### src/hw/rtl/lis_pkg.sv
// shared types and constants for the longest increasing subsequence length unit
`default_nettype none

package lis_pkg;

   localparam int VALUE_W     = 32;
   localparam int OUT_LEN_W   = 9;
   localparam int REQ_TDATA_W = 32;
   localparam int RSP_TDATA_W = 24;

   typedef enum logic [2:0] {
      S_IDLE,
      S_SCAN,
      S_STORE,
      S_RESULT
   } state_type;

endpackage

`default_nettype wire

### src/hw/rtl/lis_cmp.sv
// shared compare and increment step: folds one stored element into the running length
`default_nettype none

module lis_cmp #(
   parameter int LEN_W = 9
) (
   input  wire logic [lis_pkg::VALUE_W-1:0] stored_value,
   input  wire logic [LEN_W-1:0]            stored_len,
   input  wire logic [lis_pkg::VALUE_W-1:0] cand_value,
   input  wire logic [LEN_W-1:0]            cur_len,
   output logic      [LEN_W-1:0]            next_len
);

   logic             smaller;
   logic [LEN_W-1:0] ext_len;

   always_comb begin
      smaller  = $signed(stored_value) < $signed(cand_value);
      ext_len  = stored_len + LEN_W'(1);
      next_len = (smaller && (ext_len > cur_len)) ? ext_len : cur_len;
   end

endmodule

`default_nettype wire
### config.mk
export PLATFORM = sky130hd
export DESIGN_NAME = lis_cmp
export DESIGN_NICKNAME = d
export VERILOG_FILES = /design/src/hw/rtl/lis_pkg.sv /design/src/hw/rtl/lis_cmp.sv
export SDC_FILE = /design/constraint.sdc
export NUM_CORES = 1
export LEC_CHECK = 0
export BUFFER_PORTS_ARGS = -buffer_cell sky130_fd_sc_hd__buf_2
export CAP_MARGIN = 15
export CORE_ASPECT_RATIO = 0.8
export CORE_UTILIZATION = 35
export DETAILED_ROUTE_END_ITERATION = 10
export PLACE_DENSITY = 0.8
export SETUP_SLACK_MARGIN = 0.3
export SYNTH_ARGS = -nofsm -noshare
export SYNTH_HDL_FRONTEND = slang
export SYNTH_SLANG_ARGS = --single-unit
### constraint.sdc
create_clock -name vclk -period 2.4
set_input_delay 0.12 -clock vclk [all_inputs]
set_output_delay 0.12 -clock vclk [all_outputs]
set_load 0.01 [all_outputs]
==> results.cfg <==
[outcome]
status = finished with violations
violations = setup timing

[pwr]
power_density_mw_per_mm2 = 223
power.share.clock = 0
switching_share = 0.528
p_comb_frac = 1.000
cellLeakagePower_nw = 1.39
seqPwrFrac = 0
p_switching_mw = 0.293
internal_power_mw = 0.262
power_mw = 0.556
irDropWorstVdd_mv = 0.137

[placement]
gp_congestion = 0.833
dp_hpwl_um = 4030
pre_cts_slack_ns = -0.134
postPlaceCellArea_mm2 = 0.00234
io_buffers = 91

[sta]
slew_viol_final = 0
holdWs_ns = 0.651
fin_ws_ns = -0.131
finalCritPeriodShare = 1.05
finalCriticalPeriod_ns = 2.53
rsz0062_at_grt = true
slew_headroom = 0.655
tightest_slew_ns = 0.517
setup_viol = 9
fmax_mhz = 395
finalHoldViolCount = 0

[final_layout]
layout_commonest_cell = buf_2
final_area_mm2 = 0.00249
seq_cells = 0
regArea_um2 = 0
diodes = 0
area_growth_pct = 54.0
drive_above_1_share = 0.402
layout_common_cells = 88 x buf_2, 44 x inv_1, 40 x ha_1, 25 x nand2_1, 25 x buf_4
n_clock_buffer = 0
fin_nets = 476
final_core_utilization = 0.579

[synthesis]
synth_seq_area_share = 0
syn_nets = 363
synth_compound_area_frac = 0.273
synth_top_family_by_area = adder cells
synthCells = 240
yosys.area_share.adder = 0.317
yosys.area_share.simple = 0.251
synth_cell_type_count = 31
synth_xor_area_frac = 0.0378
avgSynthCellArea_um2 = 6.75
synth_area_mm2 = 0.00162
yosys_warnings = 0
synth.mux.area_fraction = 0

[floorplanning]
start_util = 0.376
dieWidth_um = 78.1
rows = 21
die_y_um = 62.9
ios = 91
die-area_mm2 = 0.00491
core_mm2 = 0.00431

[global_route]
antenna_found_initial = 0
grt_pass1_wl_um = 8360
grt_start_max_net_pins = 38
overflow = 0
grt.total_usage = 0.199
grt_pass1_vias = 1973

[routing]
dr.first_iter.drc_count = 71
routed_wl_um = 4990
ant_nets = 0
viasPerCell = 5.26
wl_per_cell_um = 12.2
drcViolationCount = 0
drt_first_pass_iters = 4
vias = 2146

[critical_path]
end_kind = output port
worstPathArrival_ns = 2.41
crit_type = input port to output port
cp-start-kind = input port
required_ns = 2.28
cp_max_fo = 4

[run]
maxCapViolations = 0

[worst_hold_path]
hold_end = next_len[1]
hold_depth = 4
worstHoldStart = cur_len[1]
hold_class = input port to output port

[clocking]
postCtsHoldBufs = 0
synth_stat cells (2+ instances only):
cell type	number	area, µm²
xnor2_1	2	17.5
a211oi_1	2	15.0
nor4_1	2	12.5
nor3_1	16	80.1
inv_1	44	165
and2_1	2	12.5
nor2_1	6	22.5
a31oi_1	19	119
a21oi_1	16	80.1
xor2_1	5	43.8
o2bb2ai_1	2	17.5
nand2_1	26	97.6
o21ai_0	6	30.0
nand4_1	17	106
nand3_1	6	30.0
clkbuf_1	6	22.5
ha_1	41	513
o311a_1	9	90.1
layer usage:
| layer | vias to the layer above | global-route usage | share of wire |
|---|---|---|---|
| met5 | - | 0 | 0 |
| met1 | 926 | 0.263 | 0.43 |
| met2 | 97 | 0.361 | 0.47 |
| met3 | 4 | 0.0161 | 0.086 |
| met4 | 0 | 0.0185 | 0.0050 |
| li1 | 1119 | - | - |
cell families after synthesis:
group / Yosys count
buf+inv: 52
simple gates: 79
fa+ha+maj: 41
xor+xnor: 7
compound gates: 61
power by group through the flow:
stage               Combinational (mW)  Sequential [mW]  Clock, mW
floorplan                        0.303                0          0
global placement                 0.500                0          0
detailed placement               0.512                0          0
CTS                              0.536                0          0
global route                     0.620                0          0
finish                           0.556                0          0
layout make-up:
class	count	area, µm²
fill	414	1810
multi-input combinational	188	1570
timing repair buffer	118	688
inverter	45	169
tap	57	71.3
critical path: stages:
cell	delay, ns
buf_8	0.10
ha_4	0.16
nand3_4	0.09
nor2_2	0.06
xor2_1	0.18
ha_1	0.30
nand4_1	0.15
o311a_1	0.33
o31a_1	0.14
nor2_4	0.16
a211oi_4	0.06
buf_4	0.16
a31oi_1	0.15
nand3_1	0.10
buf_2	0.15
stage by stage:
step / instances / TNS (ns)
after detailed placement: 405 / -0.848
final: 408 / -0.999
after CTS: 406 / -0.698
after floorplan: 240 / 0
after global placement: 405 / -0.456
after global routing: 408 / -2.30
worst max-delay path by stage:
stage / from / cells past startpoint / slack, ns / end
finish: stored_len[0] / 15 / -0.13 / next_len[0]
global route: stored_len[4] / 14 / -0.30 / next_len[6]
CTS: stored_len[0] / 15 / -0.10 / next_len[0]
detailed placement: stored_len[0] / 14 / -0.13 / next_len[8]
global placement: stored_len[0] / 15 / -0.1 / next_len[8]
floorplan: stored_len[0] / 12 / 0.18 / next_len[1]
repair_timing:
item / in CTS / in global routing
setup buffers: 1 / 2
endpoints found under the setup margin: 9 / 9
gates resized for setup: 14 / 10
pin swaps: 12 / 2
Note: power is estimated with default switching activity, not from simulation.
