--- config.mk ---
export PLATFORM = sky130hd
export DESIGN_NAME = lis_ram
export DESIGN_NICKNAME = d
export VERILOG_FILES = /design/src/hw/rtl/lis_ram.sv
export SDC_FILE = /design/constraint.sdc
export NUM_CORES = 1
export LEC_CHECK = 0
export ABC_AREA = 1
export BUFFER_PORTS_ARGS = -buffer_cell sky130_fd_sc_hd__buf_4
export CORE_MARGIN = 5
export CORE_UTILIZATION = 60
export DETAILED_ROUTE_END_ITERATION = 8
export HOLD_SLACK_MARGIN = 0.02
export PLACE_DENSITY = 0.78
export SLEW_MARGIN = 25
export SYNTH_ARGS = -nofsm -noshare
export SYNTH_HDL_FRONTEND = slang
export SYNTH_SLANG_ARGS = --single-unit
--- constraint.sdc ---
create_clock -name clock -period 4 [get_ports clock]
set_clock_uncertainty 0.1 [all_clocks]
set_input_delay 1.2 -clock clock [delete_from_list [all_inputs] [get_ports clock]]
set_output_delay 1.2 -clock clock [all_outputs]
set_load 0.005 [all_outputs]
--- src/hw/rtl/lis_ram.sv ---
// generic single-port-write, registered-read ram
`default_nettype none

module lis_ram #(
   parameter int WIDTH = 8,
   parameter int DEPTH = 16
) (
   input  wire logic                     clock,
   input  wire logic                     wr_en,
   input  wire logic [$clog2(DEPTH)-1:0] wr_addr,
   input  wire logic [WIDTH-1:0]         wr_data,
   input  wire logic                     rd_en,
   input  wire logic [$clog2(DEPTH)-1:0] rd_addr,
   output logic      [WIDTH-1:0]         rd_data
);

   logic [WIDTH-1:0] mem_ff [DEPTH];
   logic [WIDTH-1:0] rd_data_ff;

   always_ff @(posedge clock) begin
      if (wr_en) begin
         mem_ff[wr_addr] <= wr_data;
      end
      if (rd_en) begin
         rd_data_ff <= mem_ff[rd_addr];
      end
   end

   assign rd_data = rd_data_ff;

endmodule

`default_nettype wire

==> impl_metrics.csv <==
group,metric,value,unit
synthesis,synth_compound_area_frac,0,
synthesis,muxShareOfSynthArea,0,
global_route,grt_usage,0.247,
synthesis,synth_area,5850,um^2
power,p_comb_frac,0.057,
setup_path,reg2reg_from,"mem_ff[0][2]",
clocking,insertion_delay,520,ps
floorplanning,rows,36,
worst_hold_path,hold_depth,6,
clocking,cts_buffers,17,
sta,rsz0062_at_grt,"false",
power,pwr-share-seq,0.473,
floorplanning,core_area,9640,um^2
clocking,cts_htree_levels,4,
floorplanning,ioPinCount,27,
clocking,cts_num_sinks,136,
sta,setup_ws,669,ps
power,power,3.42,mW
global_route,grt-ovfl-total,0,
route,dr.first_iter.drc_count,512,
route,wl_met3,1.57,mm
setup_path,cp.arrival,3510,ps
clocking,cts_tree,"built",
synthesis,post_synth.cell_area_avg,10.6,um^2
placement,io_buffer_count,26,
route,dr_wl_met2,6.45,mm
global_route,antenna_found_initial,0,
sta,fin_crit,3330,ps
floorplanning,initial_core_util,0.607,
synthesis,synth_top_cell_area_share,0.698,
layout,num_antenna_cells,0,
floorplanning,dieArea,11800,um^2
floorplanning,die_h,109,um
worst_hold_path,worstHoldStart,"mem_ff[10][7]",
synthesis,synth_area_leader_cell,"edfxtp_1",
setup_path,start_kind,"primary input",
global_route,grt_pass1_vias,3974,
clocking,clockRootBuffer,"clkbuf_8",
setup_path,rrSetupSlack,2660,ps
synthesis,synth_cell_types,11,
sta,final_max_slew_viol_count,0,
clocking,post_cts_buffers,0,
global_route,grt_max_degree,66,
route,wl_met1,4.95,mm
synthesis,synth_xor_area_frac,0,
power,p_int,2.68,mW
route,routed.top_layer,"met4",
synthesis,ys_ff_latch,136,
sta,fmax,300,MHz
route,drcViolationCount,0,
route,wl,13.2,mm
placement,post-place-ws,613,ps
synthesis,ys_seq_area_frac,0.698,
clocking,ctsLongestPathBuffers,2,
synthesis,yosys-top-cells-area,"edfxtp_1 70%, nand2_1 11%, nand3_1 8.3%",
power,clock_power_share,0.470,
clocking,cts_resized,0,
placement,gp_congestion,0.874,
synthesis,syn_nets,570,
setup_path,cp-end-kind,"flip-flop",
power,switching_power,0.736,mW
synthesis,syn_inst,551,
floorplanning,fp.dieW,109,um
synthesis,ys_top_cells_by_count,"173 x nand2_1, 136 x edfxtp_1, 100 x inv_1, 97 x nand3_1, 17 x nor2_1",
power,p_leak,2.84,nW
route,drt-pass1-iter-count,5,
setup_path,crit_required,4170,ps
sta,final_hold_viol_count,0,
synthesis,synth-main-ff-cell,"edfxtp_1",
sta,tns,0,ps
setup_path,cp_max_fo,65,
global_route,grt_pass1_wl,21.3,mm
setup_path,r2r_cells,6,
synthesis,synth_fa_ha_area_frac,0,
run_status,status,"complete, no violations",
route,avgRoutedWirePerCell,18.4,um
synthesis,synth_top_family_by_area,"simple AND/OR/NAND/NOR gates",
run,drv_cap,0,
worst_hold_path,hold_class,"reg2reg",
setup_path,crit_type,"in2reg",
clocking,path_clk_slew,60,ps
sta,relSlewSlack,0.384,
route,ant_nets,0,
power,pwr_density_cell,513,nW/um^2
route,vias_per_cell,5.44,
placement,place_hpwl,7.58,mm
synthesis,synthSimpleGateAreaFrac,0.208,
power,ir_drop,0.306,mV
layout,stdcell_area,6660,um^2
layout,syn2layout_area_growth,13.9,%
power,sw_frac_of_total,0.215,
worst_hold_path,whs_endpoint,"rd_data[7]",
route,vias,3907,
sta,tightest_slew,921,ps
synthesis,synth_most_common_cell,"nand2_1",
synthesis,ys_warn_count,0,
sta,final-setup-viol-count,0,
placement,postPlaceCellArea,6040,um^2
clocking,hold_buffers,0,
layout,drive_gt1_frac,0.101,
synthesis,async_flop_share,0,
layout,finalNetCount,591,
synthesis,synth_edf_count,136,
sta,period_share,0.833,
setup_path,r2r-end,"rd_data[2]",
[worst max-delay path, stage by stage]
cell,delay (ps)
buf_4,550
clkinv_2,920
nand2_1,280
nand2_1,120
nand2_1,90
nand3_1,90
nand3_1,150
nand2_1,70
[cells by family after synthesis]
kind of cell,Yosys count
DFF,136
buffers and inverters,126
and+or+nand+nor,289
[power by group through the flow]
stage               registers, mW  logic (mW)  clock network, mW
floorplan                    1.64       0.113                  0
global placement             1.64       0.183                  0
detailed placement           1.64       0.188                  0
CTS                          1.62       0.192               1.61
global route                 1.62       0.215               1.68
finish                       1.62       0.194               1.61
[state kept, by name (all words and copies together) (netlist names)]
signal	cells
mem_ff	128
rd_data	8
[through the flow]
stage	util	hold WS, ps	std cells
finish	0.691	661	718
global route	0.691	712	718
CTS	0.691	656	718
detailed placement	0.627	618	686
global placement	0.627	611	686
floorplan	-	583	551
[metal layers]
metal | vias to the layer above | GRT usage
li1 | 1825 | -
met1 | 1802 | 0.332
met2 | 252 | 0.401
met3 | 28 | 0.0515
met4 | 0 | 0.0884
met5 | - | 0
[area by class of cell]
type                       instances  area, um^2
timing repair buffer              26         195
tap                              133         166
inverter                         102         384
multi-input combinational        289        1210
clock inverter                    14         196
fill                             700        2980
sequential                       136        4080
clock buffer                      18         418
[worst max-delay path by stage]
stage / startpoint / end / slack, ps / depth (start not counted)
floorplan: wr_addr[2] / mem_ff[10][0] / 1750 / 2
detailed placement: rd_addr[0] / rd_data[4] / 610 / 8
CTS: rd_addr[0] / rd_data[5] / 1110 / 7
global placement: rd_addr[0] / rd_data[4] / 650 / 8
global route: rd_addr[0] / rd_data[4] / 520 / 8
finish: rd_addr[0] / rd_data[4] / 670 / 8
[placed cells by master, fill, tap and decap left out, drive strengths merged]
cell,count
buf,26
bufinv,4
clkbuf,18
clkinv,5
clkinvlp,3
edfxtp,136
inv,104
nand2,173
nand3,97
nand3b,2
nor2,17
(Power assumes the default switching activity.)
